File: src/rtl/tmac_pkg.sv
// Shared types, command codes and bit helpers for the TRIAD-MAC tag engine.
package tmac_pkg;

  // Command codes of an input beat
  localparam logic [1:0] CMD_START  = 2'd0;
  localparam logic [1:0] CMD_ABSORB = 2'd1;
  localparam logic [1:0] CMD_FINISH = 2'd2;

  // Configuration register indexes
  localparam logic CFG_KEY_LOW  = 1'b0;
  localparam logic CFG_KEY_HIGH = 1'b1;

  localparam int LEN_A  = 80;
  localparam int LEN_BC = 88;

  // Vector bit p-1 holds register position p
  typedef struct packed {
    logic [LEN_A-1:0]  a;
    logic [LEN_BC-1:0] b;
    logic [LEN_BC-1:0] c;
  } tmac_state_t;

  // Byte bit 7 sits at the lowest position of its byte slot
  function automatic logic [7:0] rev8(input logic [7:0] v);
    logic [7:0] r;
    for (int i = 0; i < 8; i++) begin
      r[i] = v[7-i];
    end
    return r;
  endfunction

endpackage

File: src/rtl/tmac_round.sv
// One round of the TRIAD permutation: feedback taps, keystream bit and shift.
module tmac_round (
  input  tmac_pkg::tmac_state_t st,
  input  logic                  m,
  output tmac_pkg::tmac_state_t st_nxt,
  output logic                  z
);

  logic t1;
  logic t2;
  logic t3;

  // Linear and nonlinear feedback terms
  always_comb begin
    t1 = st.a[67] ^ st.a[79] ^ (st.b[84] & st.c[84]);
    t2 = st.b[63] ^ st.b[87];
    t3 = st.c[67] ^ st.c[87];
    z  = t1 ^ t2 ^ t3;
    t1 = t1 ^ (st.a[72] & st.a[78]) ^ st.b[65] ^ m;
    t2 = t2 ^ (st.b[64] & st.b[86]) ^ st.c[83] ^ m;
    t3 = t3 ^ (st.c[76] & st.c[86]) ^ st.a[73] ^ m;
  end

  // Every register moves up one position; A takes t3, B takes t1, C takes t2
  assign st_nxt.a = {st.a[tmac_pkg::LEN_A-2:0], t3};
  assign st_nxt.b = {st.b[tmac_pkg::LEN_BC-2:0], t1};
  assign st_nxt.c = {st.c[tmac_pkg::LEN_BC-2:0], t2};

endmodule

File: src/rtl/triad_mac_engine.sv
// TRIAD-MAC tag engine top level: sequencer, state, key and result register.
// One permutation round runs per cycle through a single shared round unit.
// Start loads key and nonce, then permutes; absorb runs one round per data
// bit; finish permutes, then squeezes one tag bit per round; unused: no rounds.
// Input is stalled while an item is in work; the result register frees it.
// rst_n (synchronous, active low) zeroes the state, the keys and all control.
module triad_mac_engine #(
  parameter int PERMUTATION_ROUNDS = 1024
) (
  input  logic        clk,
  input  logic        rst_n,
  // configuration write port
  input  logic        cfg_we,
  input  logic        cfg_index,
  input  logic [63:0] cfg_data,
  // input channel
  input  logic        in_valid,
  output logic        in_stall,
  input  logic [1:0]  in_command,
  input  logic [7:0]  in_data_byte,
  input  logic [63:0] in_nonce_low,
  input  logic [31:0] in_nonce_high,
  // result channel
  output logic        out_valid,
  input  logic        out_stall,
  output logic [63:0] out_tag,
  output logic        out_tag_valid
);

  localparam int CNT_W = $clog2(PERMUTATION_ROUNDS + 64);
  localparam logic [CNT_W-1:0] START_LAST = CNT_W'(PERMUTATION_ROUNDS - 1);
  localparam logic [CNT_W-1:0] ABS_LAST   = CNT_W'(7);
  localparam logic [CNT_W-1:0] FIN_LAST   = CNT_W'(PERMUTATION_ROUNDS + 63);
  localparam logic [CNT_W-1:0] SQZ_FIRST  = CNT_W'(PERMUTATION_ROUNDS);

  localparam logic [1:0] ST_IDLE = 2'd0;
  localparam logic [1:0] ST_RUN  = 2'd1;
  localparam logic [1:0] ST_DONE = 2'd2;

  logic [1:0]              fsm_r, fsm_nxt;
  logic [CNT_W-1:0]        cnt_r, cnt_nxt;
  logic [CNT_W-1:0]        lim_r, lim_nxt;
  logic [1:0]              cmd_r, cmd_nxt;
  logic [7:0]              data_r, data_nxt;
  logic [63:0]             key_low_r, key_high_r;
  tmac_pkg::tmac_state_t   st_r, st_nxt;
  logic [63:0]             tag_r, tag_nxt;
  logic                    out_valid_r, out_valid_nxt;
  logic [63:0]             out_tag_r, out_tag_nxt;
  logic                    out_tag_valid_r, out_tag_valid_nxt;

  logic                    in_acc;
  logic                    slot_free;
  logic                    round_m;
  logic                    round_z;
  logic                    squeeze;
  tmac_pkg::tmac_state_t   round_out;
  tmac_pkg::tmac_state_t   load_st;
  logic [127:0]            key_all;
  logic [95:0]             nonce_all;

  assign in_stall  = (fsm_r != ST_IDLE);
  assign in_acc    = in_valid && !in_stall;
  assign slot_free = !out_valid_r || !out_stall;

  assign out_valid     = out_valid_r;
  assign out_tag       = out_tag_r;
  assign out_tag_valid = out_tag_valid_r;

  // Initial state for a start beat: key, nonce and the constant bytes
  assign key_all   = {key_high_r, key_low_r};
  assign nonce_all = {in_nonce_high, in_nonce_low};
  always_comb begin
    load_st.a = {tmac_pkg::rev8(key_all[7:0]),   tmac_pkg::rev8(8'hFE),
                 tmac_pkg::rev8(key_all[15:8]),  tmac_pkg::rev8(8'hFF),
                 tmac_pkg::rev8(key_all[23:16]), tmac_pkg::rev8(8'hFF),
                 tmac_pkg::rev8(key_all[31:24]), tmac_pkg::rev8(8'hFF),
                 tmac_pkg::rev8(key_all[39:32]), tmac_pkg::rev8(nonce_all[7:0])};
    for (int i = 0; i < 11; i++) begin
      load_st.b[8*i +: 8] = tmac_pkg::rev8(nonce_all[8*(11-i) +: 8]);
      load_st.c[8*i +: 8] = tmac_pkg::rev8(key_all[8*(15-i) +: 8]);
    end
  end

  // Round input bit: one on the first permutation round, data bits on absorb
  always_comb begin
    if (cmd_r == tmac_pkg::CMD_ABSORB) begin
      round_m = data_r[cnt_r[2:0]];
    end else begin
      round_m = (cnt_r == '0);
    end
  end

  assign squeeze = (cmd_r == tmac_pkg::CMD_FINISH) && (cnt_r >= SQZ_FIRST);

  tmac_round u_round (
    .st     (st_r),
    .m      (round_m),
    .st_nxt (round_out),
    .z      (round_z)
  );

  // Sequencer
  always_comb begin
    fsm_nxt           = fsm_r;
    cnt_nxt           = cnt_r;
    lim_nxt           = lim_r;
    cmd_nxt           = cmd_r;
    data_nxt          = data_r;
    st_nxt            = st_r;
    tag_nxt           = tag_r;
    out_valid_nxt     = out_valid_r;
    out_tag_nxt       = out_tag_r;
    out_tag_valid_nxt = out_tag_valid_r;

    if (out_valid_r && !out_stall) begin
      out_valid_nxt = 1'b0;
    end

    case (fsm_r)
      ST_IDLE: begin
        if (in_acc) begin
          cmd_nxt  = in_command;
          data_nxt = in_data_byte;
          cnt_nxt  = '0;
          case (in_command)
            tmac_pkg::CMD_START: begin
              st_nxt  = load_st;
              lim_nxt = START_LAST;
              fsm_nxt = ST_RUN;
            end
            tmac_pkg::CMD_ABSORB: begin
              lim_nxt = ABS_LAST;
              fsm_nxt = ST_RUN;
            end
            tmac_pkg::CMD_FINISH: begin
              lim_nxt = FIN_LAST;
              fsm_nxt = ST_RUN;
            end
            default: begin
              fsm_nxt = ST_DONE;
            end
          endcase
        end
      end
      ST_RUN: begin
        st_nxt  = round_out;
        cnt_nxt = cnt_r + CNT_W'(1);
        if (squeeze) begin
          tag_nxt = {round_z, tag_r[63:1]};
        end
        if (cnt_r == lim_r) begin
          fsm_nxt = ST_DONE;
        end
      end
      ST_DONE: begin
        if (slot_free) begin
          out_valid_nxt     = 1'b1;
          out_tag_valid_nxt = (cmd_r == tmac_pkg::CMD_FINISH);
          out_tag_nxt       = (cmd_r == tmac_pkg::CMD_FINISH) ? tag_r : '0;
          fsm_nxt           = ST_IDLE;
        end
      end
      default: begin
        fsm_nxt = ST_IDLE;
      end
    endcase
  end

  // Control, state and key registers
  always_ff @(posedge clk) begin
    if (!rst_n) begin
      fsm_r       <= ST_IDLE;
      cnt_r       <= '0;
      lim_r       <= '0;
      cmd_r       <= tmac_pkg::CMD_START;
      st_r        <= '0;
      out_valid_r <= 1'b0;
      key_low_r   <= '0;
      key_high_r  <= '0;
    end else begin
      fsm_r       <= fsm_nxt;
      cnt_r       <= cnt_nxt;
      lim_r       <= lim_nxt;
      cmd_r       <= cmd_nxt;
      st_r        <= st_nxt;
      out_valid_r <= out_valid_nxt;
      if (cfg_we) begin
        case (cfg_index)
          tmac_pkg::CFG_KEY_LOW:  key_low_r  <= cfg_data;
          tmac_pkg::CFG_KEY_HIGH: key_high_r <= cfg_data;
          default: ;
        endcase
      end
    end
  end

  // Payload registers
  always_ff @(posedge clk) begin
    data_r          <= data_nxt;
    tag_r           <= tag_nxt;
    out_tag_r       <= out_tag_nxt;
    out_tag_valid_r <= out_tag_valid_nxt;
  end

endmodule

File: config.mk
export PLATFORM = sky130hd
export DESIGN_NAME = triad_mac_engine
export DESIGN_NICKNAME = d
export VERILOG_FILES = /design/src/rtl/tmac_pkg.sv /design/src/rtl/tmac_round.sv /design/src/rtl/triad_mac_engine.sv
export SDC_FILE = /design/constraint.sdc
export NUM_CORES = 1
export LEC_CHECK = 0
export BUFFER_PORTS_ARGS = -buffer_cell sky130_fd_sc_hd__buf_4
export CAP_MARGIN = 10
export CORE_MARGIN = 4
export CORE_UTILIZATION = 50
export DETAILED_ROUTE_END_ITERATION = 12
export PLACE_DENSITY = 0.69
export SLEW_MARGIN = 10
export SYNTH_ARGS = -nofsm -noshare
export SYNTH_HDL_FRONTEND = slang
export SYNTH_SLANG_ARGS = --single-unit
File: constraint.sdc
create_clock -name clk -period 4.28 [get_ports clk]
set_clock_uncertainty 0.05 [all_clocks]
set_input_delay 0.642 -clock clk [delete_from_list [all_inputs] [get_ports clk]]
set_output_delay 0.642 -clock clk [all_outputs]
set_load 0.02 [all_outputs]
==> results of run 1 <==
## registers in the layout (all words and copies together), names as in the netlist, 2 cells and up
signal,count
key_low_r,64
fsm_r,2
cmd_r,2
lim_r,4
data_r,8
cnt_r,11
out_tag,64
tag_r,64
st_r,256
key_high_r,64
## worst max-delay path, stage by stage, from the launching register on
cell and delay, ns:
sky130_fd_sc_hd__dfxtp_1 0.34, sky130_fd_sc_hd__nor2b_2 0.14, sky130_fd_sc_hd__buf_4 0.43, sky130_fd_sc_hd__and3_2 0.79
sky130_fd_sc_hd__buf_4 0.50
## cell families (layout without fill, tap and decap cells)
| family | after synthesis | in the layout | synth area share |
|---|---|---|---|
| simple gates | 1064 | 1064 | 0.2101 |
| buf+inv | 197 | 370 | 0.04044 |
| compound gates | 428 | 428 | 0.1777 |
| xor+xnor | 13 | 13 | 0.005235 |
| flops | 541 | 541 | 0.5610 |
| mux | 3 | 3 | 0.002013 |
| fa+ha+maj | 6 | 6 | 0.003451 |
## cells in the mapped netlist (8+ instances only)
| cell | count | share of area |
|---|---|---|
| sky130_fd_sc_hd__nand2_1 | 725 | 0.13 |
| sky130_fd_sc_hd__dfxtp_1 | 404 | 0.37 |
| sky130_fd_sc_hd__nand3_1 | 230 | 0.053 |
| sky130_fd_sc_hd__o211a_1 | 224 | 0.10 |
| sky130_fd_sc_hd__edfxtp_1 | 137 | 0.19 |
| sky130_fd_sc_hd__a21boi_0 | 134 | 0.046 |
| sky130_fd_sc_hd__clkbuf_1 | 99 | 0.017 |
| sky130_fd_sc_hd__buf_2 | 71 | 0.016 |
| sky130_fd_sc_hd__and2_1 | 69 | 0.020 |
| sky130_fd_sc_hd__o221a_2 | 32 | 0.017 |
| sky130_fd_sc_hd__buf_1 | 14 | 0.0024 |
| sky130_fd_sc_hd__xnor2_1 | 11 | 0.0044 |
| sky130_fd_sc_hd__o21ai_0 | 9 | 0.0021 |
| sky130_fd_sc_hd__nor2_1 | 8 | 0.0014 |
## cell type report
class | instances | area, um^2 | area share
flip-flops and latches | 541 | 12200 | 0.4768
inverters | 7 | 26.28 | 0.001027
clock buffers | 83 | 1643 | 0.06419
multi-input cells | 1514 | 8726 | 0.3409
repair buffers | 263 | 2120 | 0.08282
well taps | 585 | 732.0 | 0.02860
clock inverters | 17 | 145.1 | 0.005671
## per-stage QoR
step,cells,util,hold slack [ns]
6_report,3010,0.5941,0.1832
2_1_floorplan,2252,-,0.3674
3_3_place_gp,2910,0.5526,0.3724
5_1_grt,3010,0.5941,0.1586
3_5_place_dp,2910,0.5526,0.3731
4_1_cts,3010,0.5941,0.1400
## final timing paths
kind / start / to / slack (ns) / cells after the start
worst min register to register: tag_r[63] / tag_r[62] / 0.39 / 0
worst max register to register: cmd_r[1] / tag_r[27] / 1.64 / 4
worst min-delay path: in_data_byte[3] / data_r[3] / 0.18 / 1
worst max-delay path: cmd_r[1] / tag_r[27] / 1.64 / 4
## report_power, final
part | total (W) | switching [W] | leakage (nW) | internal, W
Sequential | 0.00585 | 0.000212 | 4.52 | 0.00564
Clock | 0.00469 | 0.00194 | 0.879 | 0.00275
Combinational | 0.00144 | 0.000817 | 6.29 | 0.000624
Total | 0.0120 | 0.00297 | 11.7 | 0.00902
## metal layers
layer  GRT usage  vias up  wire (um)
li1            -     8062          -
met5           0        -         13
met1      0.2692     7743      21790
met2      0.3046      320      21590
met3     0.03365       79       2366
met4     0.06571        2       1254
==> impl_metrics.toml, run 1 <==
[global_routing]
track_usage = 0.1926
grt.overflow.total = 0
first_global_vias = 14970
global_route_wire_length_before_repair_mm = 75.98
initial_antenna_violation_count = 1
grt_max_degree = 234

[setup_path]
worst-path-max-fanout = 66
worst_path_arrival_time_ns = 2.83
setup.worst_path.end_class = "flip-flop"
worst-setup-path-type = "reg -> reg"
worst_setup_path_start_kind = "flip-flop"
worst_ep_required_time_ns = 4.47

[power_and_ir_drop]
ir_worst_vdd_mv = 0.2794
p_leak_nw = 11.69
power.density_nw_per_um2 = 468.4
design_power_total_w = 0.01199

[die]
die_width_um = 216.6
num_io_pins = 243
core_area_um2 = 43080
core.rowCount = 76
die_height_um = 216.6
die-area_um2 = 46900
initial_core_util = 0.5049

[synth]
yosys_most_used_dff = "sky130_fd_sc_hd__dfxtp_1"
synth_sequential_area_ratio = 0.5610
yosys_register_bits = 541
synth_enable_flop_cells = 137
post_synth_design_cell_area_um2 = 21750
synth_cell_types = 51
avgSynthCellArea_um2 = 9.658
synthesis.instances = 2252
synth_nets = 2434
post_synthesis_async_set_or_reset_flop_share = 0
ys_warn_count = 0

[route]
routedWlPerCell_um = 15.62
drt_pass1_iterations = 5
drcViolationCount = 0
dr_total_vias = 16210
route.antenna.remaining_nets = 0
initialDrtViolationCount = 1121
vias_per_cell = 5.384
finalWirelength_mm = 47.02

[place]
hpwlAfterDp_mm = 28.30
place.gp.congestion = 0.7756
dpl_cell_area_um2 = 23810
place.port_buffers = 242
placement.setup.worst_slack_ns = 1.573

[layout]
nFillCells = 3708
drive_above_1_share = 0.1629
most-common-layout-cells = "723 x sky130_fd_sc_hd__nand2_1, 404 x sky130_fd_sc_hd__dfxtp_1, 251 x sky130_fd_sc_hd__buf_4"
area_growth_pct = 17.67
diodes = 0
design_area_final_um2 = 25590
layout_commonest_cell = "sky130_fd_sc_hd__nand2_1"
fin_nets = 2564

[clock_network]
cts_buffer_count = 55
clock_insertion_delay_worst_skew_ns = 0.60
post_cts_resized = 0
cts_stage_hold_buffer_count = 0
clockBufferDepth = 3
post-cts-setup-buffer-count = 0
h-tree-depth = 2
cts-root-buf = "sky130_fd_sc_hd__clkbuf_16"
tritoncts = "done"
clk_pin_slew_ns = 0.06
tritoncts_num_sinks = 541

[timing]
hold_viol = 0
slew_headroom = 0.1981
rsz_0062_raised_after_global_routing = "false"
total_negative_slack_ns = 0
finalCriticalPeriod_ns = 2.640
worst_slew_pin_slew_ns = 1.203
finalCritPeriodShare = 0.6169
setup_ws_ns = 1.640
achievable-frequency_mhz = 378.7
drv_slew = 0
setup_viol_count_final = 0

[outcome]
outcome = "completed"

[worst_hold_path]
worst_hold_check_path_type = "in -> reg"

[job]
max_cap_viol_count = 0
(Power assumes the default switching activity.)
==> run 2: changes to the inputs <==
--- a/config.mk
+++ b/config.mk
@@ -5,12 +5,13 @@
 export SDC_FILE = /design/constraint.sdc
 export NUM_CORES = 1
 export LEC_CHECK = 0
+export ABC_AREA = 1
 export BUFFER_PORTS_ARGS = -buffer_cell sky130_fd_sc_hd__buf_4
 export CAP_MARGIN = 10
 export CORE_MARGIN = 4
 export CORE_UTILIZATION = 50
 export DETAILED_ROUTE_END_ITERATION = 12
-export PLACE_DENSITY = 0.69
+export PLACE_DENSITY = 0.66
 export SLEW_MARGIN = 10
 export SYNTH_ARGS = -nofsm -noshare
 export SYNTH_HDL_FRONTEND = slang
==> constraint.sdc (replaced) <==
create_clock -name clk -period 2.6 [get_ports clk]
set_clock_uncertainty 0.05 [all_clocks]
set_input_delay 0.39 -clock clk [delete_from_list [all_inputs] [get_ports clk]]
set_output_delay 0.39 -clock clk [all_outputs]
set_load 0.02 [all_outputs]
==> run 2 against run 1 <==
Critical endpoint is now st_r[126]. Cell count is 6.9% higher. First-iteration DRC count rose by 28%. Hold slack lost 0.15 ns. Sequential power increased by 65%. Largest power group unchanged. Utilization is 3.1 points higher.
==> impl_metrics.toml, run 2 <==
[outcome]
outcome = "completed"

[setup_path]
setup.worst_path.end_class = "flip-flop"
worstPathBufferInverterCount = 4
worst_r2r_path_depth = 9
critical-path-slowest-cell = "sky130_fd_sc_hd__dfxtp_1"
r2r_start = "fsm_r[1]"
worstPathCellList = "inv_2 -> nand3_1 -> nand2_2 -> inv_2 -> o21ai_4 -> inv_8 -> buf_4 -> o21ai_0 -> a31oi_1"
max_stage_delay_ns = 0.45
setup.worst_path.start = "fsm_r[1]"
worst-path-max-fanout = 65
worst-setup-path-type = "reg -> reg"
r2r_setup_slack_ns = 0.45
worst_setup_path_start_kind = "flip-flop"
timing.critical_path.depth = 9
top_cell_family_by_delay_on_the_critical_path = "buffers and inverters"
critical-path-top-cell-by-count = "sky130_fd_sc_hd__inv_2"
worst_ep_required_time_ns = 3.05
regToRegEndpoint = "st_r[126]"
worst_path_arrival_time_ns = 2.60

[worst_hold_path]
hold-path-cell-count = 3
hold_path.startpoint = "in_nonce_high[13]"
holdPathEnd = "st_r[106]"
worst_hold_check_path_type = "in -> reg"

[global_routing]
initial_antenna_violation_count = 0
first_global_vias = 15820
grt.overflow.total = 0
globalRoute.busiestLayer = "met2"
grt_max_degree = 133
global_route_wire_length_before_repair_mm = 78.75
grt_util_met3 = 0.03089
grt.met1_usage = 0.2952
track_usage = 0.2087
globalRouteMet2Util = 0.3369

[synth]
post_synth_design_cell_area_um2 = 20660
yosys.area.top_type = "sky130_fd_sc_hd__dfxtp_1"
synth_sequential_area_ratio = 0.5906
post_synthesis_async_set_or_reset_flop_share = 0
ys_warn_count = 0
synth.top_cells.by_count = "517 x sky130_fd_sc_hd__nand2_1, 404 x sky130_fd_sc_hd__dfxtp_1, 344 x sky130_fd_sc_hd__nor2_1"
synth_cell_types = 29
synth_enable_flop_cells = 137
ys_top_cells_by_area = "sky130_fd_sc_hd__dfxtp_1 39%, sky130_fd_sc_hd__edfxtp_1 20%, sky130_fd_sc_hd__nand2_1 9.4%"
yosys_register_bits = 541
yosys_most_used_dff = "sky130_fd_sc_hd__dfxtp_1"
synth_top_area_frac = 0.3914
avgSynthCellArea_um2 = 8.548
synth_nets = 2599
synthesis.instances = 2417
most_numerous_cell_in_the_yosys_netlist = "sky130_fd_sc_hd__nand2_1"

[power_and_ir_drop]
power_switching_w = 0.004995
power.density_nw_per_um2 = 784.3
design_power_total_w = 0.02003
flop_pwr_share = 0.481
internal_power_w = 0.01503
clock_power_share = 0.401
ir_worst_vdd_mv = 0.5530
power.share.switching = 0.2494
p_leak_nw = 10.18
comb_power_share = 0.118

[timing]
finalCritPeriodShare = 0.8277
setup_viol_count_final = 0
achievable-frequency_mhz = 464.7
total_negative_slack_ns = 0
hold_viol = 0
finalCriticalPeriod_ns = 2.152
rsz_0062_raised_after_global_routing = "false"
drv_slew = 0
hold_ws_ns = 0.03618
worst_slew_pin_slew_ns = 0.6741
slew_headroom = 0.5506

[place]
hpwlAfterDp_mm = 28.59
place.port_buffers = 242
dpl_cell_area_um2 = 22900
place.gp.congestion = 0.8005
dp_cells = 3041

[route]
dr_total_vias = 16940
vias_per_cell = 5.267
routedWlPerCell_um = 14.99
initialDrtViolationCount = 1436
finalWirelength_mm = 48.21
drcViolationCount = 0
route.antenna.remaining_nets = 0
drt_pass1_iterations = 5

[clock_network]
cts_buffer_count = 54
post_cts_resized = 0
tritoncts = "done"
clk_pin_slew_ns = 0.06
clockBufferDepth = 3
clock_insertion_delay_worst_skew_ns = 0.59
cts-root-buf = "sky130_fd_sc_hd__clkbuf_16"
post-cts-setup-buffer-count = 0
h-tree-depth = 2
tritoncts_num_sinks = 541
cts_stage_hold_buffer_count = 75

[layout]
layout_commonest_cell = "sky130_fd_sc_hd__nand2_1"
largest_register_ffs = 256
nFillCells = 3480
finished_layout_cells = 3217
design_area_final_um2 = 25530
fin_nets = 2822
drive_above_1_share = 0.1426
area_growth_pct = 23.58
diodes = 0
top_register = "st_r"
most-common-layout-cells = "516 x sky130_fd_sc_hd__nand2_1, 404 x sky130_fd_sc_hd__dfxtp_1, 342 x sky130_fd_sc_hd__nor2_1"

[job]
max_cap_viol_count = 0

[die]
num_io_pins = 243
die_width_um = 211.3
initial_core_util = 0.5060
die_height_um = 211.3
core.rowCount = 74
core_area_um2 = 40830
die-area_um2 = 44640
-- run 2: changes by cell type after synthesis, sizes merged, moves of 32 or more --
cell / delta
inv: +130
o221a: -32
nand2: -207
o211a: -224
o21ai: +358
nor2: +337
and2: -69
nand3: -205
a21boi: -134
buf: -34
a31oi: +217
-- run 2: worst min-delay path, cell delays in order --
cell,delay (ns)
sky130_fd_sc_hd__buf_4,0.11
sky130_fd_sc_hd__nand2_1,0.05
sky130_fd_sc_hd__a31oi_1,0.07
-- run 2: layout make-up --
cell class / count / area [um^2] / share of cell area
clock buffer: 73 / 1555 / 0.06091
clock inverter: 28 / 322.8 / 0.01264
inverter: 137 / 526.8 / 0.02063
multi-input combinational: 1556 / 7226 / 0.2830
sequential: 541 / 12200 / 0.4779
tap: 532 / 665.6 / 0.02607
timing repair buffer: 350 / 3034 / 0.1188
-- run 2: cells by family (layout without fill, tap and decap cells) --
| kind of cell | Yosys count | count (layout) | share of synthesized area |
|---|---|---|---|
| xor+xnor | 8 | 8 | 0.003391 |
| flops | 541 | 541 | 0.5906 |
| buf+inv | 320 | 588 | 0.06171 |
| simple gates | 892 | 892 | 0.1642 |
| compound gates | 650 | 650 | 0.1765 |
| fa+ha+maj | 6 | 6 | 0.003633 |
-- run 2: power groups by stage --
stage	logic (W)	registers (W)	clock network [W]
final	0.00236	0.00963	0.00803
after global routing	0.00267	0.00970	0.00857
after detailed placement	0.00227	0.00980	0
after CTS	0.00237	0.00963	0.00823
after global placement	0.00222	0.00979	0
after floorplan	0.00151	0.00976	0
-- run 2: worst max-delay path by stage --
stage                end  slack (ns)
4_1_cts        st_r[126]        0.42
3_3_place_gp   st_r[166]        0.59
3_5_place_dp   st_r[121]        0.53
2_1_floorplan   tag_r[0]        0.16
6_report       st_r[126]        0.45
5_1_grt        st_r[165]        0.21
-- run 2: layer usage --
metal  part of all wire  routed length [um]
met1               0.46               22250
met2               0.47               22480
met3              0.051                2469
met4              0.021                1008
met5                  0                   0
-- run 2: per-stage QoR --
stage,setup slack [ns],util
6_report,0.4479,0.6253
2_1_floorplan,0.1620,-
5_1_grt,0.2147,0.6253
3_5_place_dp,0.5295,0.5609
4_1_cts,0.4235,0.6253
3_3_place_gp,0.5933,0.5609
==> run 3: changes to the inputs <==
==> constraint.sdc (replaced) <==
create_clock -name clk -period 2.1 [get_ports clk]
set_clock_uncertainty 0.05 [all_clocks]
set_input_delay 0.315 -clock clk [delete_from_list [all_inputs] [get_ports clk]]
set_output_delay 0.315 -clock clk [all_outputs]
set_load 0.02 [all_outputs]
==> run 3 against run 2 <==
Setup slack worse by 0.27 ns. Sequential share of layout area is 1.8 points lower. Via count is 3.6% higher. First-iteration DRC count is 5.6% lower. Hold slack better by 0.036 ns. Die area stayed put. Clock-buffer cell count is 1 lower. Combinational power is 32% higher. Clock power is 26% higher. Largest cell class unchanged.
==> impl_metrics.toml, run 3 (synthesis results as in run 2) <==
[power_and_ir_drop]
ir_worst_vdd_mv = 0.6669
power.density_nw_per_um2 = 945.3
p_leak_nw = 10.62

[route]
drt_pass1_iterations = 6
finalWirelength_mm = 50.60
vias_per_cell = 5.289
dr_total_vias = 17550
routedWlPerCell_um = 15.25
initialDrtViolationCount = 1356
route.antenna.remaining_nets = 0
drcViolationCount = 0

[setup_path]
worst-setup-path-type = "reg -> reg"
worst-path-max-fanout = 115
worst_path_arrival_time_ns = 2.39
setup.worst_path.end_class = "flip-flop"
worst_ep_required_time_ns = 2.56
worst_setup_path_start_kind = "flip-flop"

[clock_network]
cts_buffer_count = 55
clockBufferDepth = 3
tritoncts = "done"
cts-root-buf = "sky130_fd_sc_hd__clkbuf_16"
clk_pin_slew_ns = 0.06
clock_insertion_delay_worst_skew_ns = 0.60
h-tree-depth = 2
tritoncts_num_sinks = 541

[global_routing]
grt.overflow.total = 0
grt_max_degree = 116
first_global_vias = 16670
global_route_wire_length_before_repair_mm = 82.69
track_usage = 0.2194
initial_antenna_violation_count = 0

[timing]
setup_ws_ns = 0.1760
finalCriticalPeriod_ns = 1.924
drv_slew = 0
achievable-frequency_mhz = 519.7
hold_viol = 0
worst_slew_pin_slew_ns = 0.6907
finalCritPeriodShare = 0.9162
rsz_0062_raised_after_global_routing = "false"
setup_viol_count_final = 0
slew_headroom = 0.5395
total_negative_slack_ns = 0

[layout]
top_register = "st_r"
fin_nets = 2920
most-common-layout-cells = "515 x sky130_fd_sc_hd__nand2_1, 403 x sky130_fd_sc_hd__dfxtp_1, 342 x sky130_fd_sc_hd__nor2_1"
layout_commonest_cell = "sky130_fd_sc_hd__nand2_1"
finished_layout_cells = 3318
design_area_final_um2 = 26560
largest_register_ffs = 256
layout.core_utilization = 0.6504
area_growth_pct = 28.53
drive_above_1_share = 0.1394

[place]
place.port_buffers = 242
dpl_cell_area_um2 = 22960
placement.setup.worst_slack_ns = 0.2626
hpwlAfterDp_mm = 29.56
dp_cells = 3044
place.gp.congestion = 0.8112

[die]
core_area_um2 = 40830
core.rowCount = 74
die-area_um2 = 44640
die_height_um = 211.3
num_io_pins = 243
initial_core_util = 0.5060
die_width_um = 211.3

[worst_hold_path]
worst_hold_check_path_type = "in -> reg"

[job]
max_cap_viol_count = 0

[outcome]
outcome = "completed"
## run 3: cell count changes in the layout (fill, tap and decap cells not counted), sizes merged
cell,change
dlygate4sd3,+94
clkbuf,-1
diode,+2
clkinvlp,+2
buf,+3
inv,+1
## run 3: worst paths after layout
path	start	cells past startpoint	end	slack, ns
worst max-delay path	fsm_r[1]	9	st_r[99]	0.18
worst min-delay path	in_nonce_low[7]	5	st_r[176]	0.07
worst max register to register	fsm_r[1]	9	st_r[99]	0.18
worst min register to register	tag_r[58]	0	tag_r[57]	0.40
## run 3: cell type report
type	instances	area (um^2)
inverters	137	526.8
repair buffers	447	4030
flip-flops and latches	541	12200
clock inverters	31	320.3
fillers	3350	14280
clock buffers	72	1572
well taps	532	665.6
diodes	2	5.005
multi-input cells	1556	7233
## run 3: worst max-delay path: stages, from the launching register on
cell                      delay [ns]
sky130_fd_sc_hd__dfxtp_1        0.43
sky130_fd_sc_hd__inv_2          0.08
sky130_fd_sc_hd__nand3_1        0.11
sky130_fd_sc_hd__nand2_2        0.07
sky130_fd_sc_hd__inv_2          0.08
sky130_fd_sc_hd__o21ai_4        0.09
sky130_fd_sc_hd__inv_8          0.18
sky130_fd_sc_hd__buf_16         0.33
sky130_fd_sc_hd__o21ai_0        0.17
sky130_fd_sc_hd__a31oi_1        0.20
## run 3: power breakdown
part | internal (W) | switching [W] | total [W]
logic | 0.00128 | 0.00183 | 0.00311
clock network | 0.00599 | 0.00407 | 0.0101
registers | 0.0115 | 0.000408 | 0.0119
## run 3: through the flow
stage          hold slack (ns)  power [W]
2_1_floorplan           0.3639    0.01396
4_1_cts                0.04230    0.02531
6_report               0.07174    0.02510
3_3_place_gp            0.3784    0.01490
3_5_place_dp            0.3817    0.01498
5_1_grt                0.08254    0.02622
## run 3: per-layer routing
layer	vias to the layer above	track usage	wire (um)
met5	-	0	0
met4	0	0.08026	1460
met3	97	0.03282	2496
met2	423	0.3470	23350
met1	8252	0.3090	23300
li1	8777	-	-
## run 3: repair_timing
item	in CTS	in global routing
buffers inserted	0	0
endpoints found under the hold margin	233	0
setup endpoints to repair	0	4
hold buffers	169	0
resized for setup	0	1
